==> config.mk <==
export PLATFORM = sky130hd
export DESIGN_NAME = estm_cell
export DESIGN_NICKNAME = d
export VERILOG_FILES = /design/src/rtl/estm_pkg.sv /design/src/rtl/estm_cell.sv
export SDC_FILE = /design/constraint.sdc
export NUM_CORES = 1
export LEC_CHECK = 0
export BUFFER_PORTS_ARGS = -buffer_cell sky130_fd_sc_hd__clkbuf_2
export CAP_MARGIN = 20
export CORE_ASPECT_RATIO = 0.75
export CORE_MARGIN = 3
export CORE_UTILIZATION = 40
export CTS_CLUSTER_SIZE = 16
export DETAILED_ROUTE_END_ITERATION = 7
export HOLD_SLACK_MARGIN = 0.1
export PLACE_DENSITY = 0.76
export SETUP_SLACK_MARGIN = 0.05
export SLEW_MARGIN = 20
export SYNTH_ARGS = -nofsm -noshare
export SYNTH_HDL_FRONTEND = slang
export SYNTH_SLANG_ARGS = --single-unit
==> constraint.sdc <==
create_clock -name clk -period 5.7 [get_ports clk]
set_input_delay 0.57 -clock clk [delete_from_list [all_inputs] [get_ports clk]]
set_output_delay 0.57 -clock clk [all_outputs]
set_load 0.02 [all_outputs]
==> src/rtl/estm_pkg.sv <==
package estm_pkg;

  localparam int NUM_SLOTS_DEF  = 16;
  localparam int STAMP_BITS_DEF = 32;
  localparam int REF_BITS_DEF   = 8;

  // Wide enough to name any slot up to the largest table size.
  localparam int SEL_W  = 8;
  localparam int CNT_W  = 5;
  localparam int FUNC_W = 4;
  localparam int STAT_W = 2;

  localparam logic [FUNC_W-1:0] FN_ALLOC   = 4'd0;
  localparam logic [FUNC_W-1:0] FN_READY   = 4'd1;
  localparam logic [FUNC_W-1:0] FN_DISCARD = 4'd2;
  localparam logic [FUNC_W-1:0] FN_REFSPEC = 4'd3;
  localparam logic [FUNC_W-1:0] FN_REFNEXT = 4'd4;
  localparam logic [FUNC_W-1:0] FN_DEREF   = 4'd5;
  localparam logic [FUNC_W-1:0] FN_COUNT   = 4'd6;
  localparam logic [FUNC_W-1:0] FN_READ    = 4'd7;
  localparam logic [FUNC_W-1:0] FN_CLRW    = 4'd8;

  localparam logic [STAT_W-1:0] ST_OK       = 2'd0;
  localparam logic [STAT_W-1:0] ST_NOTFOUND = 2'd1;
  localparam logic [STAT_W-1:0] ST_NOTREADY = 2'd2;
  localparam logic [STAT_W-1:0] ST_OVERFLOW = 2'd3;

  localparam logic [CNT_W-1:0] CNT_MAX = 5'd31;

  typedef enum logic [2:0] {
    CM_ALLOC   = 3'd0,
    CM_READY   = 3'd1,
    CM_DISCARD = 3'd2,
    CM_INC     = 3'd3,
    CM_DEREF   = 3'd4,
    CM_CLRW    = 3'd5
  } cm_kind_t;

  typedef struct packed {
    logic             en;
    cm_kind_t         kind;
    logic [SEL_W-1:0] idx;
  } cmt_t;

  // Search token handed from cell to cell.
  typedef struct packed {
    logic             valid;
    logic             inv;
    logic             found;
    logic             rv;
    logic             rw;
    logic [SEL_W-1:0] pick;
    logic [CNT_W-1:0] cnt;
  } tok_t;

endpackage

==> src/rtl/estm_cell.sv <==
module estm_cell #(
  parameter int CELL_ID    = 0,
  parameter int STAMP_BITS = estm_pkg::STAMP_BITS_DEF,
  parameter int REF_BITS   = estm_pkg::REF_BITS_DEF
) (
  input  logic                            clk,
  input  logic                            rst_n,
  input  logic [estm_pkg::FUNC_W-1:0]     func,
  input  logic [estm_pkg::SEL_W-1:0]      sel,
  input  logic [STAMP_BITS-1:0]           ts,
  input  logic [STAMP_BITS-1:0]           ul,
  input  estm_pkg::tok_t                  tok_in,
  input  logic [STAMP_BITS-1:0]           best_in,
  input  logic [REF_BITS-1:0]             prefs_in,
  output estm_pkg::tok_t                  tok_out,
  output logic [STAMP_BITS-1:0]           best_out,
  output logic [REF_BITS-1:0]             prefs_out,
  input  estm_pkg::cmt_t                  cmt
);
  import estm_pkg::*;

  localparam logic [SEL_W-1:0] MY_ID = SEL_W'(CELL_ID);

  logic                  valid_r, writing_r;
  logic [REF_BITS-1:0]   refs_r;
  logic [STAMP_BITS-1:0] stamp_r;
  tok_t                  tok_r, tok_nxt;
  logic [STAMP_BITS-1:0] best_r, best_nxt;
  logic [REF_BITS-1:0]   prefs_r, prefs_nxt;
  logic                  ready, hit, cm_hit;

  assign ready  = valid_r & ~writing_r;
  assign hit    = (sel == MY_ID);
  assign cm_hit = (cmt.idx == MY_ID);

  always_comb begin
    tok_nxt   = tok_in;
    best_nxt  = best_in;
    prefs_nxt = prefs_in;
    case (func)
      FN_ALLOC: begin
        if (!tok_in.inv) begin
          if (!valid_r) begin
            tok_nxt.inv   = 1'b1;
            tok_nxt.found = 1'b1;
            tok_nxt.pick  = MY_ID;
          end else if (refs_r == '0 && !writing_r &&
                       (!tok_in.found || stamp_r < best_in)) begin
            tok_nxt.found = 1'b1;
            tok_nxt.pick  = MY_ID;
            best_nxt      = stamp_r;
          end
        end
      end
      FN_REFNEXT: begin
        // The best stamp so far becomes the new lower bound.
        if (ready && stamp_r > best_in && stamp_r < ul) begin
          tok_nxt.found = 1'b1;
          tok_nxt.pick  = MY_ID;
          best_nxt      = stamp_r;
          prefs_nxt     = refs_r;
        end
      end
      FN_COUNT: begin
        if (ready && stamp_r > ts && tok_in.cnt != CNT_MAX) begin
          tok_nxt.cnt = tok_in.cnt + CNT_W'(1);
        end
      end
      default: begin
        if (hit) begin
          tok_nxt.rv = valid_r;
          tok_nxt.rw = writing_r;
          prefs_nxt  = refs_r;
          best_nxt   = stamp_r;
        end
      end
    endcase
  end

  always_ff @(posedge clk) begin
    if (!rst_n) begin
      tok_r <= '0;
    end else begin
      tok_r <= tok_nxt;
    end
    best_r  <= best_nxt;
    prefs_r <= prefs_nxt;
  end

  assign tok_out   = tok_r;
  assign best_out  = best_r;
  assign prefs_out = prefs_r;

  always_ff @(posedge clk) begin
    if (!rst_n) begin
      valid_r   <= 1'b0;
      writing_r <= 1'b0;
      refs_r    <= '0;
      stamp_r   <= '0;
    end else if (cmt.en) begin
      case (cmt.kind)
        CM_ALLOC: begin
          if (cm_hit) begin
            valid_r   <= 1'b1;
            writing_r <= 1'b1;
            refs_r    <= '0;
            stamp_r   <= '0;
          end
        end
        CM_READY: begin
          if (cm_hit) begin
            valid_r   <= 1'b1;
            writing_r <= 1'b0;
            refs_r    <= '0;
            stamp_r   <= ts;
          end
        end
        CM_DISCARD: begin
          if (cm_hit && writing_r) begin
            valid_r   <= 1'b0;
            writing_r <= 1'b0;
            refs_r    <= '0;
            stamp_r   <= '0;
          end
        end
        CM_INC: begin
          if (cm_hit) begin
            refs_r <= refs_r + REF_BITS'(1);
          end
        end
        CM_DEREF: begin
          if (cm_hit && refs_r != '0) begin
            refs_r <= refs_r - REF_BITS'(1);
          end
        end
        CM_CLRW: begin
          if (writing_r) begin
            valid_r   <= 1'b0;
            writing_r <= 1'b0;
            refs_r    <= '0;
            stamp_r   <= '0;
          end
        end
        default: begin
        end
      endcase
    end
  end

endmodule

# == After elaboration in Yosys (flattened, before gate mapping) ==
# Index checks and enable logic that the tools add are counted.
# totals
register_bits,100
inputBits,148
output_inout_bits,58
word_cells,106
# classes
n_addsub,3
order_cmp,4
n_eq_ne,15
mux,42
bitwise,2
n_reduce_logical,27
# ops
operator,n
32-bit 2-to-1 mux,9
32-bit one-hot mux with 4 select lines,1
32-bit one-hot mux with 3 select lines,1
8-bit 2-to-1 mux,11
32-bit greater-than comparator,2
32-bit < comparator,2
8-bit one-hot mux with 5 select lines,1
8-bit one-hot mux with 2 select lines,2
8-bit logical NOT,3
2-bit != test (second input constant),6
5-bit 2-to-1 mux,2
5-bit AND reduction,2
1-bit 2-to-1 mux,9
8-bit by 1-bit adder with 8-bit output (second input constant),1
4-bit by 3-bit == test with 1-bit output (second input constant),2
1-bit logical AND,8
8-bit nonzero test,1
8-bit by 1-bit subtractor with 8-bit output (second input constant),1
7-bit AND reduction,1
3-bit by 2-bit == test with 1-bit output (second input constant),2
3-bit == test (second input constant),2
2-bit 2-to-1 mux,3
6-bit AND reduction,1
5-bit by 1-bit adder with 5-bit output (second input constant),1
17 further kinds,19

# == Longest topological paths before layout ==
# logic_depth
word_depth,7
depth_mapped,12
mapped_depth_nobuf,10

# == Least setup slack after synthesis ==
# No wires, ideal clock.
# synth_path
path_kind,input-to-reg
startpoint,in cmt[10] (netlist bit)
endpoint,reg refs_r[7]
setup_time_ns,0.122
arrival_ns,3.311
required_ns,5.578
slack_ns,2.267
cell_stages,10
cell_sequence,clkbuf_1 > nor3b_1 > ha_1 > a21o_1 > a21oi_1 > nor2b_1 > o21a_1 > o41a_1 > mux2_2 > o311a_1
# synth_between
elab_chain_len,4
word_cells_on_any_way,15
classes_between,10 x eq/ne; 1 x mux; 4 x reduce/logical
# synth_rtl
item,line_no,text
"start, declared",estm_cell.sv:18,input estm_pkg::cmt_t cmt
3-bit by 1-bit == test with 1-bit output or 3-bit logical NOT (tied branches),estm_cell.sv:101,case (cmt.kind)
2-bit OR reduction (no source line),-,
5-bit nonzero test (no source line) or 2-bit by 1-bit != test with 1-bit output (tied branches),-,
7-bit AND reduction (no source line),-,
"end signal, assigned",estm_cell.sv:128,refs_r <= refs_r + REF_BITS'(1);
"end signal, assigned",estm_cell.sv:133,refs_r <= refs_r - REF_BITS'(1);
"end, declared",estm_cell.sv:25,logic [REF_BITS-1:0] refs_r;
# Parallel ways exist; a longest one is shown, timed or not.
# A chain may end at the register's enable or synchronous reset.

# == Final worst setup path ==
# layout_path
startpoint,reg stamp_r[15]
endpoint,reg best_r[3] (netlist: best_out[3])
# layout_between
elab_chain_len,7
word_cells_on_any_way,12
classes_between,3 x order compare; 5 x mux; 4 x reduce/logical
# layout_rtl
item,line_no,text
"start, declared",estm_cell.sv:26,logic [STAMP_BITS-1:0] stamp_r;
"start signal, assigned",estm_cell.sv:115,stamp_r <= ts;
32-bit < comparator,estm_cell.sv:48,(!tok_in.found || stamp_r < best_in)) begin
1-bit logical OR,estm_cell.sv:48,
1-bit logical AND,estm_cell.sv:47,end else if (refs_r == '0 && !writing_r &&
32-bit 2-to-1 mux,estm_cell.sv:47,
32-bit 2-to-1 mux,estm_cell.sv:43,if (!valid_r) begin
32-bit 2-to-1 mux,estm_cell.sv:42,if (!tok_in.inv) begin
32-bit one-hot mux with 3 select lines (*),estm_cell.sv:40,case (func)
net best_nxt[3],estm_cell.sv:28,"logic [STAMP_BITS-1:0] best_r, best_nxt;"
"end signal, assigned",estm_cell.sv:86,best_r <= best_nxt;
"end, declared",estm_cell.sv:28,
# Mark *: on every way through the listed nets, which the timed path passes. The rest lies on a longest branch.

==> impl_results.md <==
* GP Congestion at 0.8500
* Setup bufs post-CTS at 0
* Setup WS pre-CTS at 1.630 ns
* Mapped Cells at 756
* Ant diodes at 0
* FP Rows at 39
* CP Buf/Inv Count at 1
* Post-synth ARST share at 0
* Htree depth at 3
* Drc violations at 0
* Minimum clock period at 3.710 ns
* Most common cell after layout, fill and taps aside: clkbuf_2
* Synth warn at 0
* Via count at 6083
* Slowest stage delay, CP at 0.76 ns
* Vias in the first global route at 5719
* DRT antenna net count at 0
* Tcrit/Tclk final at 0.6509
* CTS tree: yes
* Die area at 0.01769 mm²
* Most frequent cells in the layout: 205 x clkbuf_2, 103 x ha_1, 101 x inv_1
* Largest net degree at the start of global routing at 59
* Syn Nets at 1008
* Cell Chain, Critical Path: ha_1 -> a21oi_1 -> o21ai_0 -> a2111oi_0 -> a31oi_1 -> nor4_1 -> and2_4 -> or3_1 -> buf_4 -> a22o_1
* Fin nets at 1205
* Detailed Route Iter0 Violations at 451
* Clock Path Buffers at 2
* Num ports at 206
* Placed Area at 0.007641 mm²
* Finished Core Util at 0.5112
* Worst slew pin tran at 0.9972 ns
* Critical path required time at 5.99 ns
* Mapped Area at 0.006446 mm²
* CP delay by family, top: compound AO/OA/AOI/OAI gates
* Total track usage at 0.2071
* Global Route met3 Usage at 0.05151
* Die Span X at 152.6 µm
* Max Slew Vio Count at 0
* Yosys reg bits at 100
* Final Cell Area at 0.007933 mm²
* Critical Path Start Type: register
* Drt total wl at 18670 µm
* Post-route setup slack at 1.990 ns
* Final Hold Viols at 0
* Final setup fails at 0
* Worst rel slew slack at 0.3339
* CTS resizes at 0
* Starting Density at 0.4154
* Cts hold-fix bufs at 0
* First-pass GRT wire length at 29390 µm
* Vias/cell at 5.239
* RSZ-0062 raised after global routing: no
* Setup CP Type: reg2reg
* Worst IR Drop VDD at 0.0001202 V
* Skew final at 0.007046 ns
* Initial antenna violation count at 0
* Core footprint at 0.01552 mm²
* MaxCap Viol Count at 0
* Worst skew pair latency at 0.34 ns
* Unique masters post-synth at 55
* Outcome: finished clean
* GR Overflow Total at 0
* Critical Path Sink Type: register
* Post-detail-place hpwl at 14920 µm
* Synth Area per Inst at 8.527 µm²
* Port Buf Inserts at 205
* Num CTS Buffers at 9
* WP data arrival at 4.00 ns
* Total clock sinks at 100
* Overall power at 1.629 mW
* Die Y-Extent at 115.9 µm
* Leak at 4.181 nW
* Power Density at 205.3 mW/mm²
* Grt met2 use at 0.3246
* Setup total negative slack at 0 ns
* Routed length per instance at 16.08 µm
* Hold Path Class: in2reg
* Drt pass-1 iters at 6
* Share of cells above drive strength 1 at 0.2605
* Main flop type after synthesis: dfxtp_1
* CP max-delay cell: a2111oi_0
* Grt met1 use at 0.2902
* Fmax at 269.5 MHz
* CTS root buffer: clkbuf_16
* Clock-pin transition on the worst setup and hold timing paths at 0.07 ns
* Layout area overhead at 23.06%
* Grt peak-use layer: met2
* Number of flops mapped to enable cells by yosys at 0
* Max FO, Critical Path at 17
* Sequential fraction of the synthesis area at 0.3106
-- metrics by stage --
stage | hold WS (ns) | std cells
final | 0.4233 | 1161
after global placement | 0.4863 | 1147
after floorplan | 0.4673 | 756
after global routing | 0.4116 | 1161
after CTS | 0.4100 | 1161
after detailed placement | 0.4972 | 1147
-- logic make-up (layout without fill, tap and decap cells) --
family,Yosys count,after routing,share of synthesized area
and+or+nand+nor,224,224,0.1749
AOI/OAI and AO/OA,182,182,0.1990
buffers and inverters,126,326,0.08055
adders and majority gates,104,104,0.2030
DFF,100,100,0.3106
muxes,16,16,0.02659
xor gates and xnor gates,4,4,0.005434
-- synth_stat cells, types with 9 or more instances --
| cell | n | area [µm²] |
|---|---|---|
| clkbuf_1 | 18 | 67.56 |
| a21boi_0 | 38 | 285.3 |
| and2_1 | 9 | 56.30 |
| ha_1 | 103 | 1289 |
| a21oi_1 | 39 | 195.2 |
| nand3_1 | 45 | 225.2 |
| nor2_1 | 24 | 90.09 |
| dfxtp_1 | 100 | 2002 |
| o21ai_0 | 23 | 115.1 |
| inv_1 | 101 | 379.1 |
| a21o_1 | 17 | 127.6 |
| a22o_1 | 30 | 262.8 |
| mux2_2 | 9 | 101.4 |
| nor2b_1 | 10 | 62.56 |
| nand4_1 | 17 | 106.4 |
| nand2_1 | 72 | 270.3 |
| nor4_1 | 9 | 56.30 |
-- routing by layer --
metal,wire (µm),vias up,part of all wire
met1,8816,2790,0.47
met3,1507,19,0.081
met2,8125,216,0.44
li1,-,3058,-
met4,225,0,0.012
met5,0,-,0
-- cell type report --
class | instances | area [µm²]
clock buffer | 12 | 256.5
clock inverter | 2 | 35.03
fill | 1509 | 7585
inverter | 101 | 379.1
multi-input combinational | 530 | 3933
sequential | 100 | 2002
tap | 205 | 256.5
timing repair buffer | 211 | 1071
-- report_power, final --
group	total, mW	switching [mW]	internal [mW]	leakage, nW
combinational	0.269	0.155	0.114	3.21
sequential	0.739	0.0111	0.728	0.826
clock	0.621	0.262	0.359	0.145
total	1.63	0.427	1.20	4.18
-- worst paths after layout --
check,from,endpoint,slack (ns),cells past startpoint
worst max register to register,stamp_r[15],best_out[3],1.99,10
worst max-delay path,stamp_r[15],best_out[3],1.99,10
worst min register to register,refs_r[4],refs_r[4],0.50,2
worst min-delay path,tok_in[7],tok_out[7],0.42,2
-- registers in the layout (all words and copies together) (netlist names) --
signal     cells
best_out      32
tok_out       18
prefs_out      8
refs_r         8
stamp_r       32
valid_r        1
writing_r      1
Power figures use the tool's default switching activity.
